<file path="src/dq_pkg.sv">
// dq_pkg: shared constants and controller/datapath interface types
// for the double-ended queue. Depends on nothing.
package dq_pkg;

    localparam int DEPTH_DEFAULT = 64;

    // operation codes carried by func
    localparam logic [2:0] FUNC_PUSH_FRONT = 3'd0;
    localparam logic [2:0] FUNC_PUSH_BACK  = 3'd1;
    localparam logic [2:0] FUNC_POP_FRONT  = 3'd2;
    localparam logic [2:0] FUNC_POP_BACK   = 3'd3;
    localparam logic [2:0] FUNC_REMOVE     = 3'd4;
    localparam logic [2:0] FUNC_CLEAR      = 3'd5;

    // result status codes
    localparam logic [1:0] STAT_DONE  = 2'd0;
    localparam logic [1:0] STAT_FULL  = 2'd1;
    localparam logic [1:0] STAT_EMPTY = 2'd2;

    // commands from the controller to the datapath
    typedef struct packed {
        logic capture;
        logic exec;
        logic rm_read;
        logic rm_write;
        logic load;
    } dq_cmd_t;

    // status from the datapath to the controller
    typedef struct packed {
        logic is_remove;
        logic is_empty;
        logic walk_last;
        logic out_free;
    } dq_stat_t;

endpackage

</file>
<file path="src/dq_datapath.sv">
// dq_datapath: ring buffer storage, head and count registers, removal walk
// and the result register. Depends on dq_pkg; driven by dq_ctrl commands.
module dq_datapath
    import dq_pkg::*;
#(
    parameter int DEPTH = DEPTH_DEFAULT,
    localparam int AW = $clog2(DEPTH),
    localparam int CW = $clog2(DEPTH + 1)
)
(
    input  logic                 clk,
    input  logic                 rst_n,
    input  dq_cmd_t              cmd,
    output dq_stat_t             stat,
    input  logic [2:0]           func,
    input  logic signed [31:0]   value,
    input  logic                 out_ready,
    output logic                 out_valid,
    output logic [1:0]           status,
    output logic [CW-1:0]        entry_count,
    output logic signed [31:0]   front_value,
    output logic signed [31:0]   back_value,
    output logic [CW-1:0]        removed_count
);

    localparam logic [CW:0]   DEPTH_W  = (CW + 1)'(DEPTH);
    localparam logic [CW-1:0] DEPTH_C  = CW'(DEPTH);
    localparam logic [AW-1:0] LAST_IDX = AW'(DEPTH - 1);

    // ring position of an offset from the head, wrap by one compare-subtract
    function automatic logic [AW-1:0] slot(input logic [AW-1:0] base,
                                           input logic [CW-1:0] off);
        logic [CW:0] sum;
        sum = (CW + 1)'(base) + (CW + 1)'(off);
        if (sum >= DEPTH_W)
        begin
            sum = sum - DEPTH_W;
        end
        return sum[AW-1:0];
    endfunction

    logic [31:0] mem [DEPTH];

    logic [AW-1:0] head_reg, head_next;
    logic [CW-1:0] count_reg, count_next;
    logic [CW-1:0] idx_reg, idx_next;
    logic [CW-1:0] kept_reg, kept_next;
    logic [2:0]    func_reg, func_next;
    logic [31:0]   val_reg, val_next;
    logic [1:0]    code_reg, code_next;
    logic [CW-1:0] removed_reg, removed_next;

    logic          out_valid_reg, out_valid_next;
    logic [1:0]    out_status_reg, out_status_next;
    logic [CW-1:0] out_count_reg, out_count_next;
    logic [31:0]   out_front_reg, out_front_next;
    logic [31:0]   out_back_reg, out_back_next;
    logic [CW-1:0] out_removed_reg, out_removed_next;

    logic [31:0]   rd_a_reg, rd_b_reg;
    logic [AW-1:0] raddr_a, raddr_b;
    logic          we;
    logic [AW-1:0] waddr;
    logic [31:0]   wdata;

    logic [AW-1:0] head_inc, head_dec;
    logic [CW-1:0] idx_inc;
    logic          full, empty;

    assign head_inc = (head_reg == LAST_IDX) ? '0 : head_reg + 1'b1;
    assign head_dec = (head_reg == '0) ? LAST_IDX : head_reg - 1'b1;
    assign idx_inc  = idx_reg + 1'b1;
    assign full     = (count_reg == DEPTH_C);
    assign empty    = (count_reg == '0);

    // read addresses: walk entry while removing, otherwise front and back
    assign raddr_a = cmd.rm_read ? slot(head_reg, idx_reg) : head_reg;
    assign raddr_b = slot(head_reg, count_reg - 1'b1);

    // status back to the controller
    assign stat.is_remove = (func_reg == FUNC_REMOVE);
    assign stat.is_empty  = empty;
    assign stat.walk_last = (idx_inc == count_reg);
    assign stat.out_free  = !out_valid_reg || out_ready;

    // next-state logic for the queue and the result register
    always_comb
    begin
        logic [CW-1:0] kept_n;
        kept_n           = kept_reg;
        head_next        = head_reg;
        count_next       = count_reg;
        idx_next         = idx_reg;
        kept_next        = kept_reg;
        func_next        = func_reg;
        val_next         = val_reg;
        code_next        = code_reg;
        removed_next     = removed_reg;
        we               = 1'b0;
        waddr            = slot(head_reg, count_reg);
        wdata            = val_reg;
        out_valid_next   = out_valid_reg && !out_ready;
        out_status_next  = out_status_reg;
        out_count_next   = out_count_reg;
        out_front_next   = out_front_reg;
        out_back_next    = out_back_reg;
        out_removed_next = out_removed_reg;

        if (cmd.capture)
        begin
            func_next    = func;
            val_next     = value;
            idx_next     = '0;
            kept_next    = '0;
            removed_next = '0;
            code_next    = STAT_DONE;
        end

        if (cmd.exec)
        begin
            unique case (func_reg)
                FUNC_PUSH_FRONT:
                begin
                    if (full)
                    begin
                        code_next = STAT_FULL;
                    end
                    else
                    begin
                        head_next  = head_dec;
                        we         = 1'b1;
                        waddr      = head_dec;
                        count_next = count_reg + 1'b1;
                    end
                end
                FUNC_PUSH_BACK:
                begin
                    if (full)
                    begin
                        code_next = STAT_FULL;
                    end
                    else
                    begin
                        we         = 1'b1;
                        count_next = count_reg + 1'b1;
                    end
                end
                FUNC_POP_FRONT:
                begin
                    if (empty)
                    begin
                        code_next = STAT_EMPTY;
                    end
                    else
                    begin
                        head_next    = head_inc;
                        count_next   = count_reg - 1'b1;
                        removed_next = CW'(1);
                    end
                end
                FUNC_POP_BACK:
                begin
                    if (empty)
                    begin
                        code_next = STAT_EMPTY;
                    end
                    else
                    begin
                        count_next   = count_reg - 1'b1;
                        removed_next = CW'(1);
                    end
                end
                FUNC_CLEAR:
                begin
                    if (empty)
                    begin
                        code_next = STAT_EMPTY;
                    end
                    else
                    begin
                        removed_next = count_reg;
                        count_next   = '0;
                        head_next    = '0;
                    end
                end
                default:
                begin
                end
            endcase
        end

        // one walk step: keep a non-matching entry by moving it down to kept
        if (cmd.rm_write)
        begin
            idx_next = idx_inc;
            if (rd_a_reg != val_reg)
            begin
                we     = 1'b1;
                waddr  = slot(head_reg, kept_reg);
                wdata  = rd_a_reg;
                kept_n = kept_reg + 1'b1;
            end
            kept_next = kept_n;
            if (idx_inc == count_reg)
            begin
                count_next   = kept_n;
                removed_next = count_reg - kept_n;
            end
        end

        // result register load
        if (cmd.load)
        begin
            out_valid_next   = 1'b1;
            out_status_next  = code_reg;
            out_count_next   = count_reg;
            out_front_next   = empty ? '0 : rd_a_reg;
            out_back_next    = empty ? '0 : rd_b_reg;
            out_removed_next = removed_reg;
        end
    end

    // entry memory, one write and two registered reads
    always_ff @(posedge clk)
    begin
        if (we)
        begin
            mem[waddr] <= wdata;
        end
        rd_a_reg <= mem[raddr_a];
        rd_b_reg <= mem[raddr_b];
    end

    // control registers
    always_ff @(posedge clk or negedge rst_n)
    begin
        if (!rst_n)
        begin
            head_reg      <= '0;
            count_reg     <= '0;
            out_valid_reg <= 1'b0;
        end
        else
        begin
            head_reg      <= head_next;
            count_reg     <= count_next;
            out_valid_reg <= out_valid_next;
        end
    end

    // payload registers
    always_ff @(posedge clk)
    begin
        idx_reg         <= idx_next;
        kept_reg        <= kept_next;
        func_reg        <= func_next;
        val_reg         <= val_next;
        code_reg        <= code_next;
        removed_reg     <= removed_next;
        out_status_reg  <= out_status_next;
        out_count_reg   <= out_count_next;
        out_front_reg   <= out_front_next;
        out_back_reg    <= out_back_next;
        out_removed_reg <= out_removed_next;
    end

    assign out_valid     = out_valid_reg;
    assign status        = out_status_reg;
    assign entry_count   = out_count_reg;
    assign front_value   = out_front_reg;
    assign back_value    = out_back_reg;
    assign removed_count = out_removed_reg;

endmodule

</file>
<file path="src/dq_ctrl.sv">
// dq_ctrl: sequencing state machine for the double-ended queue.
// Depends on dq_pkg; issues commands to dq_datapath.
module dq_ctrl
    import dq_pkg::*;
(
    input  logic     clk,
    input  logic     rst_n,
    input  logic     in_valid,
    output logic     in_ready,
    output dq_cmd_t  cmd,
    input  dq_stat_t stat
);

    typedef enum logic [5:0] {
        S_IDLE   = 6'b000001,
        S_EXEC   = 6'b000010,
        S_RM_RD  = 6'b000100,
        S_RM_WR  = 6'b001000,
        S_LOOKUP = 6'b010000,
        S_RESULT = 6'b100000
    } state_t;

    state_t state_reg, state_next;

    assign in_ready = (state_reg == S_IDLE);

    // state transitions and commands
    always_comb
    begin
        state_next = state_reg;
        cmd        = '0;
        unique case (state_reg)
            S_IDLE:
            begin
                if (in_valid)
                begin
                    cmd.capture = 1'b1;
                    state_next  = S_EXEC;
                end
            end
            S_EXEC:
            begin
                cmd.exec = 1'b1;
                if (stat.is_remove && !stat.is_empty)
                begin
                    state_next = S_RM_RD;
                end
                else
                begin
                    state_next = S_LOOKUP;
                end
            end
            S_RM_RD:
            begin
                cmd.rm_read = 1'b1;
                state_next  = S_RM_WR;
            end
            S_RM_WR:
            begin
                cmd.rm_write = 1'b1;
                state_next   = stat.walk_last ? S_LOOKUP : S_RM_RD;
            end
            S_LOOKUP:
            begin
                state_next = S_RESULT;
            end
            S_RESULT:
            begin
                if (stat.out_free)
                begin
                    cmd.load   = 1'b1;
                    state_next = S_IDLE;
                end
            end
            default:
            begin
                state_next = S_IDLE;
            end
        endcase
    end

    always_ff @(posedge clk or negedge rst_n)
    begin
        if (!rst_n)
        begin
            state_reg <= S_IDLE;
        end
        else
        begin
            state_reg <= state_next;
        end
    end

endmodule

</file>
<file path="src/double_ended_queue.sv">
// Double-ended queue of DEPTH signed 32-bit entries held in a ring buffer
// memory. One item is in flight at a time: push, pop, clear and unused codes
// pass through execute, memory lookup of front and back, and result load
// before result valid, and a new transfer in is taken only once the result
// is loaded; a remove-matching item adds a read and a write step per entry,
// since the walk reads and conditionally rewrites each entry through the
// single-write, registered-read memory. A new item is taken while the
// previous result still waits in the output register. The memory needs no
// clearing after reset; only held entries are ever reported.
// Depends on dq_pkg, dq_ctrl and dq_datapath.
module double_ended_queue
    import dq_pkg::*;
#(
    parameter int DEPTH = DEPTH_DEFAULT,
    localparam int CW = $clog2(DEPTH + 1)
)
(
    input  logic               clk,
    input  logic               rst_n,
    input  logic               in_valid,
    output logic               in_ready,
    input  logic [2:0]         func,
    input  logic signed [31:0] value,
    output logic               out_valid,
    input  logic               out_ready,
    output logic [1:0]         status,
    output logic [CW-1:0]      entry_count,
    output logic signed [31:0] front_value,
    output logic signed [31:0] back_value,
    output logic [CW-1:0]      removed_count
);

    dq_cmd_t  cmd;
    dq_stat_t stat;

    // sequencing
    dq_ctrl u_ctrl (
        .clk      (clk),
        .rst_n    (rst_n),
        .in_valid (in_valid),
        .in_ready (in_ready),
        .cmd      (cmd),
        .stat     (stat)
    );

    // storage and result
    dq_datapath #(
        .DEPTH (DEPTH)
    ) u_datapath (
        .clk           (clk),
        .rst_n         (rst_n),
        .cmd           (cmd),
        .stat          (stat),
        .func          (func),
        .value         (value),
        .out_ready     (out_ready),
        .out_valid     (out_valid),
        .status        (status),
        .entry_count   (entry_count),
        .front_value   (front_value),
        .back_value    (back_value),
        .removed_count (removed_count)
    );

endmodule

</file>
<file path="config.mk">
export PLATFORM = sky130hd
export DESIGN_NAME = double_ended_queue
export DESIGN_NICKNAME = d
export VERILOG_FILES = /design/src/dq_pkg.sv /design/src/dq_datapath.sv /design/src/dq_ctrl.sv /design/src/double_ended_queue.sv
export SDC_FILE = /design/constraint.sdc
export NUM_CORES = 2
export LEC_CHECK = 0
export ABC_AREA = 0
export BUFFER_PORTS_ARGS = -buffer_cell sky130_fd_sc_hd__clkbuf_2
export CAP_MARGIN = 20
export CORE_UTILIZATION = 45
export CTS_CLUSTER_SIZE = 25
export DETAILED_ROUTE_END_ITERATION = 16
export GPL_TIMING_DRIVEN = 0
export SETUP_SLACK_MARGIN = 0.05
export SLEW_MARGIN = 15
export SYNTH_ARGS = -nofsm -noshare
export SYNTH_HDL_FRONTEND = slang
export SYNTH_SLANG_ARGS = --single-unit
</file>
<file path="constraint.sdc">
create_clock -name clk -period 4.7 [get_ports clk]
set_clock_uncertainty 0.1 [all_clocks]
set_input_delay 0.235 -clock clk [delete_from_list [all_inputs] [get_ports clk]]
set_output_delay 0.235 -clock clk [all_outputs]
set_load 0.05 [all_outputs]
</file>
; ---- Word-level counts from Yosys, hierarchy flattened
; Memory sizes are Yosys's and may differ from the RTL's. A register that Yosys moved wholly into a read port is not among the register bits.
; Cells that the tools add are included.
; W data, S select, Z words.
[op_classes]
reduce_logical = 16
n_shift = 0
add_sub_neg = 15
n_eq_ne = 20
n_bitwise = 0
muxes = 62
mul = 0
magnitude_cmp = 4
div = 0
[op_table]
columns = operator, n
row1 = $mux W7, 17
row2 = $mux W6, 17
row3 = $mux W32, 2
row4 = $pmux W6 S6, 1
row5 = $add A6 B7 Y8, 4
row6 = $ge A8 B7 Y1 const B, 4
row7 = $ne A32 B32 Y1, 1
row8 = $sub A6 B1 Y6 const B, 5
row9 = $add A7 B1 Y7 const B, 3
row10 = $pmux W7 S3, 1
row11 = $pmux W6 S3, 1
row12 = $mux W1, 15
row13 = $pmux W7 S2, 1
row14 = $eq A6 B6 Y1 const B, 2
row15 = $mux W5, 2
row16 = $ne A2 B2 Y1 const B, 5
row17 = $mux W2, 4
row18 = $eq A7 B7 Y1, 1
row19 = $eq A7 B7 Y1 const B, 1
row20 = $logic_not A7 Y1, 1
row21 = $sub A7 B1 Y7 const B, 1
row22 = $sub A7 B7 Y7, 1
row23 = $add A6 B1 Y6 const B, 1
row24 = $eq A3 B2 Y1 const B, 2
row25 = other kinds (19), 24
[totals]
input_bits = 39
latch_bits = 0
register_bits = 158
ramBits = 2048
memories = 1
rom_bits = 0
elab_cells = 133
output_inout_bits = 82
[memory_table]
columns = memory, depth, width, rd, rd_clocked_by_memory_dff, write_ports, line_no
row1 = u_datapath.mem, 64, 32, 2, 2, 1, dq_datapath.sv:42  ; logic [31:0] mem [DEPTH];

; ---- Depth between registers and ports, before layout
[logic_depth]
ltp_word = 8
depth_mapped = 16
mapped_depth_nobuf = 16

; ---- Modules after synthesis
; From an unflattened synthesis, not the netlist that was laid out.
[hier_totals]
cells_unflattened = 5114
area_unflattened_um2 = 104730.4
[by_module_without_submodules]
columns = module, cells_each, seq_area_each_um2, area_per_inst_um2, n_inst
row1 = dq_datapath, 5077, 67184.4, 104363.8, 1
row2 = dq_ctrl, 37, 151.4, 366.6, 1

; ---- Worst setup path before layout
; OpenSTA, ideal clock, no wires.
[synth_path]
kind = reg2reg
start = register u_datapath.out_valid_reg (netlist: u_datapath.out_valid)
end = register u_datapath.out_back_reg[0] (netlist: u_datapath.back_value[0]) (enable)
required_time_ns = 4.072
synth_period_minus_slack_ns = 4.919
path_buffers = 0
stages_incl_launch_ff = 3
slack_ns = -0.219
t_arrival_ns = 4.291
setup_time_ns = 0.528
path_cell_list = dfrtp_1 nand2b_1 nor2b_1
[synth_rtl]
columns = item, line_no
row1 = "start, declared", dq_datapath.sv:53  ; logic out_valid_reg, out_valid_next;
row2 = "start signal, assigned", dq_datapath.sv:247  ; out_valid_reg <= out_valid_next;
row3 = "end signal, assigned", dq_datapath.sv:263  ; out_back_reg <= out_back_next;
row4 = "end, declared", dq_datapath.sv:57  ; logic [31:0] out_back_reg, out_back_next;

; ---- Final worst setup path
[layout_path]
start = register u_datapath.idx_reg[0]
end = register u_datapath.rd_a_reg[25] (read register of u_datapath.mem)
[layout_between]
elab_chain_cells = 4
word_cells_on_any_way = 5
cone_classes = 2 x add/sub / 1 x order compare / 2 x mux
[layout_rtl]
columns = item, line_no
row1 = "start, declared", dq_datapath.sv:46  ; logic [CW-1:0] idx_reg, idx_next;
row2 = "start signal, assigned", dq_datapath.sv:254  ; idx_reg <= idx_next;
row3 = $add A6 B7 Y8 *, dq_datapath.sv:34  ; sum = (CW + 1)'(base) + (CW + 1)'(off);
row4 = $ge A8 B7 Y1 or $sub A6 B1 Y6 (tied branches), "dq_datapath.sv:35, dq_datapath.sv:37"
row5 = $mux W6 *, dq_datapath.sv:35  ; if (sum >= DEPTH_W)
row6 = $mux W6 *, dq_datapath.sv:77  ; assign raddr_a = cmd.rm_read ? slot(head_reg, idx_reg) : head_reg;
row7 = "end, declared", dq_datapath.sv:60  ; logic [31:0] rd_a_reg, rd_b_reg;
; Mark *: on every way between the ends. The rest lies on a longest branch, timed or not.
; A chain may end at the register's enable or synchronous reset.

==> qor.csv <==
stage;metric;value;unit
placement;HPWL Detailed;266000;um
synthesis;ys flop type;edfxtp_1;
worst_setup_path;Critical-path top delay cell;clkbuf_1;
die;Top Ports;121;
global_route;largest net degree at the start of global routing;65;
worst_setup_path;crit-path max FO;10;
worst_setup_path;type of destination of the critical path;register;
detailed_routing;vias per inst;6.80;
detailed_routing;ANT nets after route;0;
timing;max-slew violation count;0;
timing;max frequency;0.206;GHz
global_route;number of global-route vias before repair;60777;
clock_tree;clk buf depth;3;
die;die area;234000;um2
outcome;status;finished, violations left;
min_path;hold path start;value[23];
worst_setup_path;Critical Path Source Type;register;
synthesis;Post-synth EDFFs;2177;
die;die height;484;um
worst_setup_path;CP Cell Sequence;ha_1 > fa_1 > xnor2_1 > nor2_1 > a21oi_2 > buf_2 > clkbuf_1 > a21oi_1 > mux4_2;
die;Die Span X;484;um
worst_setup_path;Reg2Reg Setup Slack;-0.16;ns
detailed_routing;# DRC;0;
min_path;path type of the worst min-delay path;in2reg;
worst_setup_path;CP bufs+invs;2;
min_path;Hold EP;u_datapath.val_reg[23]$_DFFE_PP_;
layout;Finished Layout Cells;9069;
layout;area grow syn2layout;18.8;%
synthesis;Synth Cell Area;105000;um2
layout;layout cells sized above 1;0.409;
layout;register area;67300;um2
outcome;failing checks;setup timing;
worst_setup_path;Crit path depth;9;
timing;RSZ-0062 raised after global routing;yes;
synthesis;warning count from the yosys run;0;
detailed_routing;drt pass-1 iters;7;
worst_setup_path;Worst Path Required;5.40;ns
synthesis;Synth cell types;63;
global_route;antenna violations before repair;35;
clock_tree;clock network latency to the later pin of the worst-skew pair;0.92;ns
die;core area;231000;um2
placement;placed insts;8409;
clock_tree;H-tree depth;4;
clock_tree;CTS Buf Count;235;
layout;area occupied by multi-input gates;36900;um2
clock_tree;Worst-path clk slew;0.07;ns
worst_setup_path;reg2reg end;u_datapath.rd_a_reg[25]$_DFF_P_;
synthesis;Mean Syn Cell Area;20.5;um2
worst_setup_path;family with the most delay on the worst path;buffers and inverters;
die;row count;176;
synthesis;Synth Net Count;5186;
global_route;GRT overflow;0;
detailed_routing;vias post-DR;61682;
detailed_routing;WL per Instance;40.9;um
global_route;global-route wire length before repair;505000;um
global_route;Total GRT Usage;0.317;
timing;Slew @ Worst Pin;1.14;ns
detailed_routing;1st-iter DRT viols;8895;
timing;setup ws final;-0.159;ns
placement;Port Buffers;120;
synthesis;Synth Register Bits;2270;
timing;final setup vio count;10;
detailed_routing;final WL;371000;um
layout;most flop-heavy register;u_datapath.mem;
worst_setup_path;WP data arrival;5.56;ns
worst_setup_path;Setup Crit Path Kind;reg2reg;
clock_tree;clk sink count;2270;
clock_tree;CTS root buffer;clkbuf_16;
timing;crit path time final;4.86;ns
min_path;hold path depth;2;
worst_setup_path;worst r2r path cells;9;
run;maxcap violations;0;
worst_setup_path;Reg2Reg Launch Point;u_datapath.idx_reg[0]$_SDFFCE_PP0P_;
layout;fill count;17492;
timing;Tcrit/Tclk final;1.03;
synthesis;asr flop ratio synth;0.00881;
placement;Setup Slack @ Placement;-2.12;ns
timing;Hold Fails Final Rpt;0;
worst_setup_path;CP peak stage delay;0.76;ns
layout;max FFs per register;2048;
clock_tree;clock tree from TritonCTS;done;
layout;Net count, final;5897;
placement;routability cong.;0.936;
synthesis;Synth Instances;5110;
die;Starting Density;0.454;
timing;slew margin rel.;0.243;
synthesis;register area share after synthesis;0.644;
==> routing by layer <==
layer / share of wire / global-route usage / vias to the layer above
met4: 0.060 / 0.168 / 16
li1: - / - / 23501
met1: 0.37 / 0.419 / 33299
met2: 0.45 / 0.473 / 4096
met5: 0.00058 / 0 / -
met3: 0.12 / 0.0955 / 770
==> placed cells by master (no fill, tap or decap), types with 55 or more instances in the layout <==
cell              n
clkbuf_1        127
clkinv_2         55
buf_4           126
buf_16           57
clkbuf_16       241
buf_6            56
mux2i_1         152
mux4_2         1184
nor2_4           64
dlygate4sd3_1    74
a211oi_1        143
buf_12          100
clkbuf_2        188
nor2_1           63
buf_2            79
nor2b_1         228
dfxtp_1          73
edfxtp_1       2177
a21oi_1         138
==> through the flow <==
step | hold slack, ns | instance area (um2) | util | setup TNS (ns)
floorplan | -0.161 | 105000 | - | 0
global placement | 0.173 | 109000 | 0.473 | -
detailed placement | 0.157 | 113000 | 0.489 | -3349.57
CTS | 0.0384 | 123000 | 0.535 | -9.18
global route | 0.0635 | 124000 | 0.539 | -0.0240
finish | 0.0748 | 124000 | 0.539 | -0.348
==> synthesized netlist by cell type, types with 4 or more instances <==
cell	instances	area, um2
a211oi_1	164	1230
a21o_1	16	120
a21oi_1	194	971
a22o_1	5	43.8
a22oi_1	6	45.0
a31oi_1	5	31.3
and3_1	7	43.8
buf_1	60	225
buf_2	75	375
buf_4	28	210
buf_6	13	146
clkbuf_1	203	762
dfrtp_1	19	475
dfxtp_1	73	1460
edfxtp_1	2177	65400
fa_1	5	100
ha_1	32	400
inv_1	23	86.3
mux2_2	38	428
mux2i_1	172	1720
mux4_2	1184	26700
nand2_1	48	180
nand3_1	15	75.1
nand3b_1	5	37.5
nand4_1	13	81.3
nand4b_1	4	35.0
nor2_1	128	480
nor2b_1	229	1430
nor3_1	11	55.1
o21ai_0	20	100
o21bai_1	4	30.0
o22ai_1	4	25.0
or3_1	4	25.0
xnor2_1	60	526
xor2_1	18	158
==> cell type report <==
cell class              count  area share
well taps                3026      0.0305
diodes                     22    0.000443
flip-flops and latches   2270       0.542
clock buffers             291      0.0509
clock inverters           146      0.0113
inverters                  23    0.000695
repair buffers            475      0.0484
multi-input cells        2438       0.297
plain buffers             378      0.0186
==> worst max-delay path by stage <==
stage / startpoint / to / slack [ns]
2_1_floorplan: u_datapath.count_reg[0]$_DFF_PN0_ / u_datapath.mem[38][0]$_DFFE_PP_ / 0.05
4_1_cts: u_datapath.head_reg[0]$_DFFE_PN0P_ / u_datapath.rd_a_reg[19]$_DFF_P_ / -0.34
3_5_place_dp: u_datapath.count_reg[0]$_DFF_PN0_ / u_datapath.rd_b_reg[11]$_DFF_P_ / -2.12
6_report: u_datapath.idx_reg[0]$_SDFFCE_PP0P_ / u_datapath.rd_a_reg[25]$_DFF_P_ / -0.16
5_1_grt: u_datapath.head_reg[1]$_DFFE_PN0P_ / u_datapath.rd_a_reg[25]$_DFF_P_ / -0.02
3_3_place_gp: u_datapath.count_reg[0]$_DFF_PN0_ / u_datapath.mem[58][15]$_DFFE_PP_ / -5.51
==> kinds of logic (layout without fill, tap and decap cells) <==
| family | Yosys count | count (layout) | synth area share |
|---|---|---|---|
| flops | 2270 | 2270 | 0.644 |
| mux | 1396 | 1396 | 0.276 |
| simple gates | 487 | 487 | 0.0250 |
| compound gates | 438 | 438 | 0.0265 |
| buf+inv | 402 | 1313 | 0.0173 |
| xor+xnor | 79 | 79 | 0.00669 |
| fa+ha+maj | 38 | 38 | 0.00488 |
| other cells | 0 | 22 | 0 |
==> timing repair <==
action                                   CTS  global route
endpoints found under the setup margin  3933          1307
setup buffers                             93            30
pin swaps                                 51            11
hold buffers                              74             0
endpoints found under the hold margin     78             0
gates resized for setup                  310           173
Power is not shown: default switching activity piles up to over one toggle a cycle in this logic, so the estimate is an artifact.
